## src/rtl/dgts_pkg.sv

```systemverilog
// Shared types and constants for the density grid trilinear sampler.
`default_nettype none
package dgts_pkg;
    localparam int DEF_SIZE_X = 16;
    localparam int DEF_SIZE_Y = 16;
    localparam int DEF_SIZE_Z = 16;
    localparam int DEN_W      = 24;
    localparam int CFG_W      = 16;
    localparam int CFG_IDX_W  = 3;
    localparam int IN_DATA_W  = 112;
    localparam int OUT_DATA_W = 24;

    typedef enum logic [CFG_IDX_W-1:0] {
        CFG_ORG_X   = 3'd0,
        CFG_ORG_Y   = 3'd1,
        CFG_ORG_Z   = 3'd2,
        CFG_ISO     = 3'd3,
        CFG_INV_SFT = 3'd4
    } t_cfg_idx;

    typedef enum logic [2:0] {
        ST_IDLE,
        ST_COL,
        ST_SAMP,
        ST_DONE
    } t_state;

    localparam logic KIND_COLUMN = 1'b0;
    localparam logic KIND_SAMPLE = 1'b1;
endpackage
`default_nettype wire

```

## src/rtl/dgts_soft.sv

```systemverilog
// Three-stage soft-threshold density pipeline for column loads.
`default_nettype none
module dgts_soft #(
    parameter int AW = 13
) (
    input  wire logic                               i_clk,
    input  wire logic                               i_rst_n,
    input  wire logic                               i_valid,
    input  wire logic [AW-1:0]                      i_addr,
    input  wire logic signed [dgts_pkg::DEN_W-1:0]  i_height,
    input  wire logic signed [16:0]                 i_y_world,
    input  wire logic signed [dgts_pkg::CFG_W-1:0]  i_iso,
    input  wire logic [dgts_pkg::CFG_W-1:0]         i_inv_soft,
    output logic                                    o_valid,
    output logic [AW-1:0]                           o_addr,
    output logic signed [dgts_pkg::DEN_W-1:0]       o_data,
    output logic                                    o_busy
);
    import dgts_pkg::*;

    logic signed [25:0] w_d;
    logic [24:0]        w_mag;
    logic [8:0]         w_k;
    logic [34:0]        w_sum;
    logic [25:0]        w_s;
    logic signed [DEN_W-1:0] w_sat;

    logic               r_v1, r_v2, r_v3;
    logic [AW-1:0]      r_a1, r_a2, r_a3;
    logic [24:0]        r_mag1, r_mag2;
    logic               r_neg1, r_neg2;
    logic [40:0]        r_prod;
    logic signed [DEN_W-1:0] r_data;

    always_comb begin
        w_d   = 26'(i_height) - 26'($signed({i_y_world, 8'd0})) - 26'(i_iso);
        w_mag = w_d[25] ? 25'(-w_d) : w_d[24:0];
        w_k   = (r_prod[40:8] > 33'd256) ? 9'd256 : r_prod[16:8];
        w_sum = 35'(r_mag2) * 35'(10'd256 + 10'(w_k)) + 35'd256;
        w_s   = w_sum[34:9];
        if (r_neg2) begin
            w_sat = (w_s > 26'd8388608) ? -24'sd8388608 : DEN_W'(-$signed({1'b0, w_s}));
        end else begin
            w_sat = (w_s > 26'd8388607) ? 24'sd8388607 : DEN_W'(w_s);
        end
    end

    always_ff @(posedge i_clk) begin
        if (!i_rst_n) begin
            r_v1 <= 1'b0;
            r_v2 <= 1'b0;
            r_v3 <= 1'b0;
        end else begin
            r_v1 <= i_valid;
            r_v2 <= r_v1;
            r_v3 <= r_v2;
        end
        r_a1   <= i_addr;
        r_mag1 <= w_mag;
        r_neg1 <= w_d[25];
        r_a2   <= r_a1;
        r_mag2 <= r_mag1;
        r_neg2 <= r_neg1;
        r_prod <= 41'(r_mag1) * 41'(i_inv_soft);
        r_a3   <= r_a2;
        r_data <= w_sat;
    end

    assign o_valid = r_v3;
    assign o_addr  = r_a3;
    assign o_data  = r_data;
    assign o_busy  = r_v1 | r_v2 | r_v3;
endmodule
`default_nettype wire
```

## config.mk

```make
export PLATFORM = sky130hd
export DESIGN_NAME = dgts_soft
export DESIGN_NICKNAME = d
export VERILOG_FILES = /design/src/rtl/dgts_pkg.sv /design/src/rtl/dgts_soft.sv
export SDC_FILE = /design/constraint.sdc
export NUM_CORES = 2
export LEC_CHECK = 0
export ABC_AREA = 1
export BUFFER_PORTS_ARGS = -buffer_cell sky130_fd_sc_hd__clkbuf_2
export CORE_MARGIN = 2
export CORE_UTILIZATION = 63
export DETAILED_ROUTE_END_ITERATION = 7
export PLACE_DENSITY = 0.81
export REMOVE_ABC_BUFFERS = 1
export SKIP_LAST_GASP = 1
export SLEW_MARGIN = 20
export SYNTH_ARGS = -nofsm -noshare
export SYNTH_HDL_FRONTEND = slang
export SYNTH_SLANG_ARGS = --single-unit
```

## constraint.sdc

```tcl
create_clock -name i_clk -period 13.3 [get_ports i_clk]
set_clock_uncertainty 0.1 [all_clocks]
set_input_delay 0.665 -clock i_clk [delete_from_list [all_inputs] [get_ports i_clk]]
set_output_delay 0.665 -clock i_clk [all_outputs]
set_load 0.005 [all_outputs]
```

==> summary.md <==
| Metric | Value |
|---|---|
| Main synth FF type | `dfxtp_1` |
| Seq cells post-synth | `151` |
| CTS sink count | `151` |
| Cells after DPL | `4110` |
| Synth area leader | `fa_1` |
| Drt via density | `5.40` |
| Clock transition at path regs | `80 ps` |
| Placement Cell Area | `0.0283 sq mm` |
| Post-CTS Resized | `0` |
| Register area share after synthesis | `11.0%` |
| TritonRoute pass-1 iters | `8` |
| Post-DRT Antenna Nets | `0` |
| Mapped Cells | `3546` |
| Synth area leaders | `fa_1 (36%), nand2_1 (12%), inv_1 (12%)` |
| Post-layout util | `67.2%` |
| CTS Buffer Depth | `2` |
| Final hold violation count | `0` |
| Syn Area/Cell | `7.75 sq um` |
| Filler cell count in the final layout | `3604` |
| Routed len/inst | `15.8 microns` |
| Total gr overflow | `0` |
| Count leader, synth | `nand2_1` |
| CTS buffer count | `17` |
| Critical Path Sink Type | `register` |
| Port Buf Inserts | `127` |
| Core Area | `0.0431 sq mm` |
| Synth Warn # | `0` |
| Area delta synth->final | `5.29%` |
| Kind of critical path | `register to register` |
| CTS tree | `done` |
| Setup violators final | `0` |
| RSZ-0062 raised after global routing | `false` |
| Max Fclk | `125 MHz` |
| Vias in the first global route | `23349` |
| Non-Filler Instances | `4143` |
| Die Y-Extent | `213 microns` |
| Num rows | `76` |
| Die width | `213 microns` |
| Final nets | `4384` |
| Crit Path Max Fanout | `18` |
| Worst Path Arrival | `8300 ps` |
| Die Area | `0.0453 sq mm` |
| Drt first-iter violations | `1550` |
| Setup bufs post-CTS | `0` |
| Max Cap Viol | `0` |
| Initial antenna violation count | `0` |
| Design area | `0.0289 sq mm` |
| Tot GR Track Use | `31.2%` |
| Final WL | `65.5 mm` |
| CP Launch Type | `register` |
| Area fraction of the dominant cell type after synthesis | `36.3%` |
| Asr flop ratio synth | `0%` |
| Hold crit path type | `input port to register` |
| Via count | `22363` |
| Mapped Area | `0.0275 sq mm` |
| Final Cycle Share | `60.0%` |
| I/O Pins | `128` |
| Largest net degree at the start of global routing | `50` |
| Status | `finished clean` |
| Hold Buf Count CTS | `0` |
| EDFF count, synth | `0` |
| Worst path max stage delay | `670 ps` |
| Gp weighted congestion | `0.985` |
| Starting Density | `63.8%` |
| Post-synth top cells | `nand2_1 (865), inv_1 (856), fa_1 (498)` |
| Critical Path RT | `13620 ps` |
| First-pass GRT wire length | `111 mm` |
| Clock Root Buffer | `clkbuf_16` |
| H-tree lvl count | `4` |
| Synth cell types | `53` |
| Fin crit period | `7990 ps` |
| Critical path's most frequent cell | `nand2_1` |
| Final slew viol count | `0` |
| Slew headroom | `26.8%` |
| Slowest-stage cell, CP | `clkinv_1` |
| Clock latency on the worst-skew pair | `500 ps` |
| Share of cells above drive strength 1 | `5.71%` |
| Post-DP HPWL | `53.0 mm` |
| Number of remaining DRC errors | `0` |
| Worst-margin pin slew | `1100 ps` |
| Setup TNS | `0 ps` |
## registers in the layout (all words and copies together), names as in the netlist, 13 cells and up
name / flops
r_mag1: 25
r_mag2: 25
r_a2: 13
r_a1: 13
o_data: 24
r_prod: 33
o_addr: 13
## per-stage QoR
stage	worst slack, ps	hold WS [ps]
floorplan	6010	210
global placement	5620	210
detailed placement	5460	212
CTS	5450	143
global route	4770	149
finish	5310	164
## cells by family (layout without fill, tap and decap cells)
| group | count (synthesis) | in the layout | share of synthesized area [%] |
|---|---|---|---|
| AO/OA/AOI/OAI | 285 | 285 | 5.73 |
| XOR/XNOR | 92 | 92 | 2.93 |
| adder cells (fa/ha/maj) | 751 | 751 | 47.8 |
| buffers and inverters | 1015 | 1026 | 13.9 |
| flip-flops | 151 | 151 | 11.0 |
| other | 0 | 1 | 0 |
| AND/OR/NAND/NOR | 1252 | 1252 | 18.6 |
## layout by cell type (no fill, tap or decap), types with 3 or more instances in the layout
cell / Yosys / routed
a211oi_1: 4 / 4
a21o_1: 6 / 6
a21oi_1: 104 / 104
a221oi_1: 3 / 3
a31oi_1: 20 / 20
buf_4: 0 / 7
clkbuf_16: 0 / 17
clkbuf_2: 2 / 127
clkinv_8: 0 / 7
dfxtp_1: 151 / 151
fa_1: 498 / 498
ha_1: 253 / 253
inv_1: 856 / 856
inv_8: 0 / 3
nand2_1: 865 / 865
nand2_2: 9 / 9
nand2_4: 5 / 5
nand3_1: 69 / 69
nand3_2: 5 / 5
nand3b_1: 18 / 18
nand4_1: 17 / 17
nor2_1: 221 / 220
nor2_2: 3 / 4
nor2_4: 4 / 4
nor3_1: 20 / 20
nor4_1: 6 / 6
o21a_1: 9 / 9
o21ai_0: 110 / 110
o21ai_1: 6 / 6
o21bai_1: 10 / 10
xnor2_1: 33 / 33
xor2_1: 59 / 59
## final timing paths
check,from,to,slack (ps),cells after the start
setup / recovery,r_prod[8]$_DFF_P_,o_data[5]$_DFF_P_,5310,32
hold / removal,i_addr[8],r_a1[8]$_DFF_P_,160,1
setup reg to reg,r_prod[8]$_DFF_P_,o_data[5]$_DFF_P_,5310,32
hold reg to reg,r_a2[12]$_DFF_P_,o_addr[12]$_DFF_P_,220,0
## layer usage
layer	up-vias	part of all wire (%)	track usage [%]
li1	10448	-	-
met3	204	7.9	5.49
met4	0	3.9	13.8
met5	-	0	0
met1	10815	40	39.7
met2	896	48	52.5
## layout make-up
| cell class | instances | area (sq um) | area share (%) |
|---|---|---|---|
| Timing Repair Buffer | 134 | 688 | 2.38 |
| Clock inverter | 15 | 199 | 0.687 |
| Multi-Input combinational cell | 2380 | 20600 | 71.3 |
| Sequential cell | 151 | 3020 | 10.4 |
| Inverter | 860 | 3230 | 11.2 |
| Tap cell | 585 | 732 | 2.53 |
| Clock buffer | 17 | 425 | 1.47 |
| Antenna cell | 1 | 2.50 | 0.00865 |
## worst max-delay path, delay by kind of cell, from the launching register on
| kind | cells | cell delay, ps |
|---|---|---|
| buf+inv | 7 | 1050 |
| flops | 1 | 350 |
| xor+xnor | 1 | 350 |
| compound gates | 5 | 1040 |
| simple gates | 13 | 2190 |
| fa+ha+maj | 6 | 2850 |
Power is not shown: default switching activity piles up to over one toggle a cycle in this logic, so the estimate is an artifact.
